### config.mk
export PLATFORM = sky130hd
export DESIGN_NAME = kda_div
export DESIGN_NICKNAME = d
export VERILOG_FILES = /design/src/hw/rtl/kda_pkg.sv /design/src/hw/rtl/kda_div.sv
export SDC_FILE = /design/constraint.sdc
export NUM_CORES = 1
export LEC_CHECK = 0
export BUFFER_PORTS_ARGS = -buffer_cell sky130_fd_sc_hd__buf_2
export CAP_MARGIN = 25
export CORE_MARGIN = 5
export CORE_UTILIZATION = 26
export CTS_CLUSTER_DIAMETER = 150
export DETAILED_ROUTE_END_ITERATION = 10
export PLACE_DENSITY = 0.44
export SLEW_MARGIN = 15
export SYNTH_ARGS = -nofsm -noshare
export SYNTH_HDL_FRONTEND = slang
export SYNTH_SLANG_ARGS = --single-unit
### constraint.sdc
create_clock -name clk -period 3.25 [get_ports clk]
set_input_delay 0.1625 -clock clk [delete_from_list [all_inputs] [get_ports clk]]
set_output_delay 0.1625 -clock clk [all_outputs]
set_load 0.01 [all_outputs]
### src/hw/rtl/kda_pkg.sv
// kda_pkg: shared types, widths and codes for the keyed degree accumulator
// used by kda_div and keyed_degree_accumulator, no dependencies

package kda_pkg;

  localparam int KEY_W      = 20;
  localparam int NODE_W     = 24;
  localparam int SUM_W      = 32;
  localparam int SMP_W      = 16;
  localparam int SLOT_W     = 8;
  localparam int STATUS_W   = 3;
  localparam int CFG_IDX_W  = 1;
  localparam int CFG_DATA_W = 16;
  localparam int DIV_CNT_W  = $clog2(SUM_W);

  localparam int TABLE_DEPTH_DEF = 256;

  localparam logic OP_ACCUM = 1'b0;
  localparam logic OP_READ  = 1'b1;

  localparam logic [CFG_IDX_W-1:0] CFG_AVG_MODE  = 1'b0;
  localparam logic [CFG_IDX_W-1:0] CFG_RUN_COUNT = 1'b1;

  localparam logic [SUM_W-1:0] SUM_MAX = {SUM_W{1'b1}};
  localparam logic [SMP_W-1:0] SMP_MAX = {SMP_W{1'b1}};

  typedef enum logic [STATUS_W-1:0] {
    ST_UPDATED  = 3'd0,
    ST_INSERTED = 3'd1,
    ST_FULL     = 3'd2,
    ST_READ_OK  = 3'd3,
    ST_EMPTY    = 3'd4
  } status_t;

  typedef enum logic [2:0] {
    S_IDLE,
    S_READ,
    S_SEARCH,
    S_DIV_GO,
    S_DIV_WAIT,
    S_DONE
  } state_t;

  typedef struct packed {
    logic              operation;
    logic [KEY_W-1:0]  degree;
    logic [NODE_W-1:0] node_count;
    logic [SLOT_W-1:0] entry_index;
  } kda_in_t;

  typedef struct packed {
    logic [STATUS_W-1:0] status;
    logic [SLOT_W-1:0]   slot;
    logic [KEY_W-1:0]    key_out;
    logic [SUM_W-1:0]    sum_out;
    logic [SMP_W-1:0]    samples_out;
    logic [SUM_W-1:0]    average_out;
  } kda_out_t;

  typedef struct packed {
    logic [KEY_W-1:0] key;
    logic [SUM_W-1:0] sum;
    logic [SMP_W-1:0] samples;
  } kda_entry_t;

endpackage

### src/hw/rtl/kda_div.sv
// kda_div: restoring divider, 32-bit dividend by 16-bit divisor, one bit per cycle
// depends on kda_pkg

module kda_div (
  input  logic                      clk,
  input  logic                      rst_n,
  input  logic                      start,
  input  logic [kda_pkg::SUM_W-1:0] dividend,
  input  logic [kda_pkg::SMP_W-1:0] divisor,
  output logic                      done,
  output logic [kda_pkg::SUM_W-1:0] quotient
);

  logic                          active_r;
  logic                          done_r;
  logic [kda_pkg::DIV_CNT_W-1:0] cnt_r;
  logic [kda_pkg::SUM_W-1:0]     quo_r;
  logic [kda_pkg::SMP_W-1:0]     rem_r;
  logic [kda_pkg::SMP_W-1:0]     dvs_r;

  logic [kda_pkg::SMP_W:0]       rem_sh;
  logic                          fits;
  logic [kda_pkg::SMP_W-1:0]     rem_nxt;

  // zero divisor always fits, so the quotient comes out all ones
  always_comb begin
    rem_sh  = {rem_r, quo_r[kda_pkg::SUM_W-1]};
    fits    = rem_sh >= {1'b0, dvs_r};
    rem_nxt = fits ? kda_pkg::SMP_W'(rem_sh - {1'b0, dvs_r})
                   : rem_sh[kda_pkg::SMP_W-1:0];
  end

  always_ff @(posedge clk) begin
    if (!rst_n) begin
      active_r <= 1'b0;
      done_r   <= 1'b0;
      cnt_r    <= '0;
    end else begin
      done_r <= 1'b0;
      if (start) begin
        active_r <= 1'b1;
        cnt_r    <= '0;
      end else if (active_r) begin
        cnt_r <= cnt_r + kda_pkg::DIV_CNT_W'(1);
        if (cnt_r == {kda_pkg::DIV_CNT_W{1'b1}}) begin
          active_r <= 1'b0;
          done_r   <= 1'b1;
        end
      end
    end
  end

  always_ff @(posedge clk) begin
    if (start) begin
      quo_r <= dividend;
      rem_r <= '0;
      dvs_r <= divisor;
    end else if (active_r) begin
      quo_r <= {quo_r[kda_pkg::SUM_W-2:0], fits};
      rem_r <= rem_nxt;
    end
  end

  assign done     = done_r;
  assign quotient = quo_r;

endmodule

==> flow_summary.json, run 1 <==
{
  "syn_area_um2": 3770,
  "antenna_found_initial": 2,
  "path_clk_slew_ns": 0.06,
  "clock_path_buffers": 2,
  "multi_input_area_um2": 1710,
  "nFillCells": 1457,
  "crit_path_end_kind": "flop",
  "finalSetupViolCount": 0,
  "nNetsFinal": 499,
  "routabilityCongestion": 0.759,
  "cts_htree_levels": 3,
  "fmax_mhz": 354,
  "area_growth_pct": 24.2,
  "cts_buffers": 9,
  "tritoncts": "done",
  "die_y_um": 130,
  "drt_iter0_markers": 124,
  "path_class": "flop to flop",
  "hold_viol_final": 0,
  "fin_crit_ns": 2.83,
  "post_cts_buffers": 0,
  "yosysTopAreaCellShare_pct": 38.2,
  "rsz0062_at_grt": "no",
  "worst_pin_slew_ns": 0.713,
  "synth_top_flop_cell": "edfxtp_1",
  "cp-start-kind": "flop",
  "hold_ws_ns": 0.0133,
  "drv_cap": 0,
  "power_leakage_nw": 1.88,
  "first_pass_iters": 4,
  "final_area_um2": 4680,
  "seqCellArea_um2": 1900,
  "grt_pass1_vias": 2939,
  "holdCritStartpoint": "divisor[4]",
  "cts_resized": 0,
  "grt_start_max_net_pins": 34,
  "most-common-layout-cells": "buf_2, edfxtp_1, mux2_2, nor2_1, nand2_1",
  "die_w_um": 130,
  "die-area_um2": 17000,
  "final.setup_skew_ns": 0.00597,
  "via_count": 2850,
  "synth_edf_count": 48,
  "start_util_pct": 26.2,
  "yosysTopAreaCell": "edfxtp_1",
  "vias_per_cell": 4.61,
  "hp-class": "input pin to flop",
  "totalNegativeSetupSlack_ns": 0,
  "clock-sinks": 71,
  "ys_seq_area_share_pct": 50.4,
  "antenna_cells": 0,
  "layout_commonest_cell": "buf_2",
  "wl_per_cell_um": 14.7,
  "overflow": 0,
  "dp_hpwl_um": 6570,
  "power_density_nw_per_um2": 544,
  "wirelength_um": 9090,
  "clk_latency_ns": 0.32,
  "antenna_left": 0,
  "outcome": "completed",
  "ios": 84,
  "synthTopCellsByArea": "edfxtp_1, dfxtp_1, mux2_2, ha_1, nor2_1",
  "critPathLaunch": "dvs_r[6]$_DFFE_PP_",
  "r2r-start": "dvs_r[6]$_DFFE_PP_",
  "syn_area_per_cell_um2": 11.1,
  "maxSlewHeadroom_pct": 52.5,
  "drive_gt1_share_pct": 32.9,
  "synth_warnings": 0,
  "fin_crit_sh_pct": 87.0,
  "critical_path_required_ns": 3.50,
  "ir_drop_mv": 0.309,
  "root_buffer": "clkbuf_16",
  "io_buffers": 83,
  "grt_usage_pct": 11.0,
  "cts_hold_buffers": 1,
  "path_max_fanout": 14,
  "synth_cell_type_count": 54,
  "grt_pass1_wl_um": 14700,
  "arrival_ns": 3.07,
  "synth_nets": 411,
  "async_flop_share_pct": 0,
  "drv_slew": 0,
  "netlist_instances": 341,
  "place_area_um2": 4390,
  "synth_seq_cells": 71,
  "fp.coreArea_um2": 14400,
  "core.rowCount": 44,
  "drc": 0
}
## path summary, 6_finish.rpt
check / end / slack [ns] / cells past startpoint
worst max register to register: rem_r[0]$_SDFFE_PP0P_ / 0.42 / 9
worst min-delay path: dvs_r[4]$_DFFE_PP_ / 0.01 / 1
worst min register to register: rem_r[5]$_SDFFE_PP0P_ / 0.50 / 2
worst max-delay path: rem_r[0]$_SDFFE_PP0P_ / 0.42 / 9
## kinds of logic (layout without fill, tap and decap cells)
family                   after synthesis  count (layout)  share of synthesized area, %
multiplexers                          36              36                          10.7
AND/OR/NAND/NOR                       99              99                          13.0
AO/OA/AOI/OAI                         66              66                          12.5
flip-flops                            71              71                          50.4
XOR/XNOR                              11              11                          2.55
buffers and inverters                 39             132                          4.35
adder cells (fa/ha/maj)               19              19                          6.50
## worst max-delay path, stage by stage (launching register included)
cell	delay [ns]
edfxtp_1	0.33
inv_1	0.04
ha_1	0.36
a21oi_1	0.25
nand2_1	0.08
o21ai_1	0.38
a2111oi_4	0.16
nor2_2	0.54
mux2_2	0.41
a211oi_1	0.21
## power breakdown
group	internal (mW)	switching, mW
Combinational	0.243	0.302
Clock	0.511	0.382
Sequential	1.06	0.0481
Total	1.82	0.732
## stage by stage
stage                     instances  util, %  worst slack [ns]  power (mW)
final                           618     32.6             0.423        2.55
after CTS                       616     32.5             0.398        2.60
after detailed placement        599     30.5             0.417        1.68
after floorplan                 341        -             0.801        1.51
after global routing            618     32.6             0.168        2.70
after global placement          599     30.5             0.487        1.68
## metal layers
layer  global-route usage (%)  routed length (um)  vias up
met2                     17.4                4100       79
met4                     2.54                  92        4
li1                         -                   -     1435
met5                        0                  25        -
met1                     13.8                4100     1322
met3                     5.08                 770       10
## synth_stat cells, drive strengths merged, types with 3 or more instances
cell type,instances
nand2b,7
nand3,5
xor2,3
nor2,32
a311oi,11
a211oi,4
nand4,4
a21o,3
ha,18
o21a,5
nand2,25
nor2b,4
o21ai,9
dfxtp,23
or2,3
xnor2,8
mux2,34
edfxtp,48
inv,24
clkbuf,9
a21oi,17
nor3,4
buf,6
## flip-flops by register name, summed over array words and instances, names as in the netlist
signal	flops
dvs_r	16
done	1
cnt_r	5
quotient	32
rem_r	16
active_r	1
## cell type report
type	instances	area share, %
Timing Repair Buffer	92	10.5
Clock buffer	10	4.89
Multi-Input combinational cell	231	36.4
Tap cell	184	4.91
Clock inverter	6	0.801
Sequential cell	71	40.6
Inverter	24	1.92
No activity file was read; power rests on OpenSTA's default activity.
==> inputs of run 2 (changes only) <==
Settings changed: HOLD_SLACK_MARGIN set to 0.06.
==> flow_summary.json, run 2 (synthesis results as in run 1) <==
{
  "path_max_fanout": 14,
  "dp_slack_ns": 0.417,
  "cp-start-kind": "flop",
  "hold_ws_ns": 0.136,
  "outcome": "completed",
  "rsz0062_at_grt": "no",
  "power_leakage_nw": 1.94,
  "grt_pass1_wl_um": 14900,
  "wl_per_cell_um": 14.5,
  "die-area_um2": 17000,
  "cts_htree_levels": 3,
  "vias_per_cell": 4.58,
  "cts_hold_buffers": 17,
  "critical_path_required_ns": 3.50,
  "crit_chain": "inv_1, ha_1, a21oi_1, nand2_1, o21ai_1, a2111oi_4, nor2_2, mux2_2, a211oi_1",
  "drt_iter0_markers": 110,
  "fp.coreArea_um2": 14400,
  "layout_commonest_cell": "buf_2",
  "cts_resized": 0,
  "place_area_um2": 4390,
  "hold_viol_final": 0,
  "die_w_um": 130,
  "final_util_pct": 33.6,
  "antenna_left": 0,
  "crit_path_end_kind": "flop",
  "grt_usage_pct": 11.1,
  "die_y_um": 130,
  "path_class": "flop to flop",
  "most-common-layout-cells": "buf_2, edfxtp_1, mux2_2, nor2_1, nand2_1",
  "critPathMaxStageDelay_ns": 0.54,
  "cpLargestDelayFamily": "compound AO/OA/AOI/OAI gates",
  "tritoncts": "done",
  "fin_crit_ns": 2.83,
  "largest_reg_flops": 32,
  "path_clk_slew_ns": 0.06,
  "clk_latency_ns": 0.32,
  "totalNegativeSetupSlack_ns": 0,
  "ios": 84,
  "core.rowCount": 44,
  "drc": 0,
  "drv_cap": 0,
  "arrival_ns": 3.07,
  "wirelength_um": 9160,
  "finalSetupViolCount": 0,
  "grt_pass1_vias": 2994,
  "drv_slew": 0,
  "dpl.cell_count": 599,
  "p_total_mw": 2.56,
  "reg2reg_slack_ns": 0.42,
  "power_density_nw_per_um2": 531,
  "nNetsFinal": 513,
  "hp-class": "input pin to flop",
  "first_pass_iters": 4,
  "overflow": 0,
  "dp_hpwl_um": 6570,
  "cts_buffers": 9,
  "antenna_found_initial": 1,
  "clock_path_buffers": 2,
  "final_cells": 632,
  "root_buffer": "clkbuf_16",
  "start_util_pct": 26.2,
  "via_count": 2893,
  "post_cts_buffers": 0,
  "clock-sinks": 71,
  "drive_gt1_share_pct": 31.9,
  "antenna_cells": 0,
  "fmax_mhz": 354,
  "final.setup_skew_ns": 0.00555,
  "area_growth_pct": 27.9,
  "final_area_um2": 4820,
  "io_buffers": 83,
  "cp_num_buf_inv": 1,
  "setup_ws_ns": 0.422,
  "routabilityCongestion": 0.759,
  "maxSlewHeadroom_pct": 52.4,
  "cp_slowest_cell": "nor2_2",
  "grt_start_max_net_pins": 34,
  "ir_drop_mv": 0.309,
  "fin_crit_sh_pct": 87.0,
  "worst_pin_slew_ns": 0.713
}
-- run 2: per-layer routing --
layer	part of all wire (%)	track usage, %
met1	45	14.0
met2	45	17.7
met3	8.6	4.96
met4	0.99	2.54
met5	0.12	0
-- run 2: area by class of cell --
class	count	area, um2
multi-input cells	231	1710
well taps	184	230
clock buffers	10	229
clock inverters	6	37.5
repair buffers	106	631
inverters	24	90.1
fillers	1453	9540
flip-flops and latches	71	1900
-- run 2: final timing paths --
path,to,depth (start not counted),from
setup reg to reg,rem_r[0]$_SDFFE_PP0P_,9,dvs_r[6]$_DFFE_PP_
hold reg to reg,rem_r[5]$_SDFFE_PP0P_,2,rem_r[4]$_SDFFE_PP0P_
hold / removal,quotient[19]$_DFFE_PP_,2,dividend[19]
setup / recovery,rem_r[0]$_SDFFE_PP0P_,9,dvs_r[6]$_DFFE_PP_
-- run 2: where the power goes --
| part | total (mW) | internal, mW | switching (mW) |
|---|---|---|---|
| registers | 1.11 | 1.06 | 0.0482 |
| logic | 0.557 | 0.254 | 0.304 |
| clock network | 0.893 | 0.511 | 0.382 |
| total | 2.56 | 1.83 | 0.734 |
==> inputs of run 3 (changes only) <==
Settings changed: CTS_BUF_LIST set to sky130_fd_sc_hd__clkbuf_4.
==> flow_summary.json, run 3 (synthesis results as in run 1) <==
{
  "rsz0062_at_grt": "no",
  "fmax_mhz": 352,
  "power_leakage_nw": 2.01,
  "cp_num_buf_inv": 1,
  "totalNegativeSetupSlack_ns": 0,
  "io_buffers": 83,
  "largest_reg_flops": 32,
  "final.setup_skew_ns": 0.0103,
  "multi_input_area_um2": 1710,
  "drv_slew": 0,
  "r2r_cells": 9,
  "cp-start-kind": "flop",
  "reg2reg_slack_ns": 0.41,
  "core.rowCount": 44,
  "maxSlewHeadroom_pct": 52.2,
  "min_to": "dvs_r[4]$_DFFE_PP_",
  "area_growth_pct": 32.4,
  "die_w_um": 130,
  "fin_crit_sh_pct": 87.3,
  "vias_per_cell": 4.57,
  "worst_pin_slew_ns": 0.718,
  "crit_chain": "inv_1, ha_1, a21oi_1, nand2_1, o21ai_1, a2111oi_4, nor2_2, mux2_2, a211oi_1",
  "hp-class": "input pin to flop",
  "drc": 0,
  "fp.coreArea_um2": 14400,
  "cts_htree_levels": 3,
  "path_max_fanout": 14,
  "drt_iter0_markers": 149,
  "grt_pass1_vias": 3143,
  "grt_start_max_net_pins": 34,
  "hold_ws_ns": 0.322,
  "post_cts_buffers": 0,
  "crit_path_end_kind": "flop",
  "cts_buffers": 9,
  "finalSetupViolCount": 0,
  "drive_gt1_share_pct": 30.0,
  "routabilityCongestion": 0.759,
  "nNetsFinal": 545,
  "dp_slack_ns": 0.417,
  "overflow": 0,
  "arrival_ns": 3.20,
  "wl_per_cell_um": 14.3,
  "min_path_cells": 1,
  "timing.rr.end": "rem_r[0]$_SDFFE_PP0P_",
  "drv_cap": 0,
  "via_count": 3037,
  "antenna_left": 0,
  "critical_path_required_ns": 3.61,
  "outcome": "completed",
  "setup_ws_ns": 0.413,
  "tritoncts": "done",
  "clock_path_buffers": 2,
  "clk_latency_ns": 0.43,
  "holdCritStartpoint": "start",
  "seqCellArea_um2": 1900,
  "path_clk_slew_ns": 0.13,
  "most-common-layout-cells": "buf_2, dlygate4sd3_1, edfxtp_1, mux2_2, nor2_1",
  "ios": 84,
  "path_class": "flop to flop",
  "first_pass_iters": 4,
  "nFillCells": 1442,
  "grt_usage_pct": 11.6,
  "power_density_nw_per_um2": 440,
  "critPathMaxStageDelay_ns": 0.54,
  "fin_crit_ns": 2.84,
  "die_y_um": 130,
  "cpLargestDelayFamily": "compound AO/OA/AOI/OAI gates",
  "antenna_found_initial": 1,
  "hold_viol_final": 0,
  "wirelength_um": 9520,
  "cp_slowest_cell": "nor2_2",
  "dp_hpwl_um": 6570,
  "layout_commonest_cell": "buf_2",
  "grt_pass1_wl_um": 15600,
  "die-area_um2": 17000,
  "root_buffer": "clkbuf_4",
  "r2r-start": "dvs_r[6]$_DFFE_PP_",
  "clock-sinks": 71,
  "start_util_pct": 26.2,
  "ir_drop_mv": 0.213
}
-- run 3: cell count changes in the layout (fill, tap and decap cells not counted) --
| cell | before | now |
|---|---|---|
| clkbuf_4 | 0 | 10 |
| diode_2 | 0 | 1 |
| clkbuf_1 | 1 | 0 |
| dlygate4sd3_1 | 17 | 49 |
| clkbuf_16 | 9 | 0 |
-- run 3: worst register-to-register path: stages, from the launching register on --
cell       delay [ns]
edfxtp_1         0.35
inv_1            0.04
ha_1             0.36
a21oi_1          0.26
nand2_1          0.08
o21ai_1          0.38
a2111oi_4        0.16
nor2_2           0.54
mux2_2           0.41
a211oi_1         0.21
-- run 3: final cells by class --
cell class	instances	area share, %
sequential	71	38.1
multi-input combinational	231	34.2
timing repair buffer	138	19.0
tap	184	4.61
inverter	24	1.80
clock buffer	10	1.50
clock inverter	6	0.752
antenna	1	0.0501
-- run 3: metrics by stage --
step	instances	cell area, um2	util (%)	total power, mW
6_report	665	4990	34.8	2.20
3_3_place_gp	599	4390	30.5	1.68
3_5_place_dp	599	4390	30.5	1.68
4_1_cts	664	4990	34.7	2.25
5_1_grt	665	4990	34.8	2.35
2_1_floorplan	341	3770	-	1.51
-- run 3: per-layer routing --
metal | up-vias | wire [um] | global-route usage [%]
met5 | - | 0 | 0
met4 | 0 | 124 | 3.45
met3 | 11 | 750 | 4.31
met2 | 87 | 4350 | 18.9
met1 | 1413 | 4290 | 14.5
li1 | 1526 | - | -
-- run 3: what timing repair did --
item / 4_1_cts / 5_1_grt
endpoints found under the hold margin: 49 / 0
resized for setup: 0 / 0
hold buffers: 49 / 0
-- run 3: worst max path at each step --
stage	slack, ns	startpoint	cells after the start	endpoint
floorplan	0.80	dvs_r[6]$_DFFE_PP_	10	quotient[0]$_DFFE_PP_
global placement	0.49	dvs_r[6]$_DFFE_PP_	9	rem_r[0]$_SDFFE_PP0P_
detailed placement	0.42	dvs_r[6]$_DFFE_PP_	9	rem_r[0]$_SDFFE_PP0P_
CTS	0.40	dvs_r[6]$_DFFE_PP_	9	rem_r[0]$_SDFFE_PP0P_
global route	0.16	dvs_r[6]$_DFFE_PP_	9	rem_r[0]$_SDFFE_PP0P_
finish	0.41	dvs_r[6]$_DFFE_PP_	9	rem_r[0]$_SDFFE_PP0P_
-- run 3: report_power, final --
group	total [mW]	internal [mW]	leakage (nW)	switching, mW
registers	1.11	1.06	0.667	0.0486
clock network	0.502	0.160	0.0497	0.342
logic	0.589	0.279	1.29	0.311
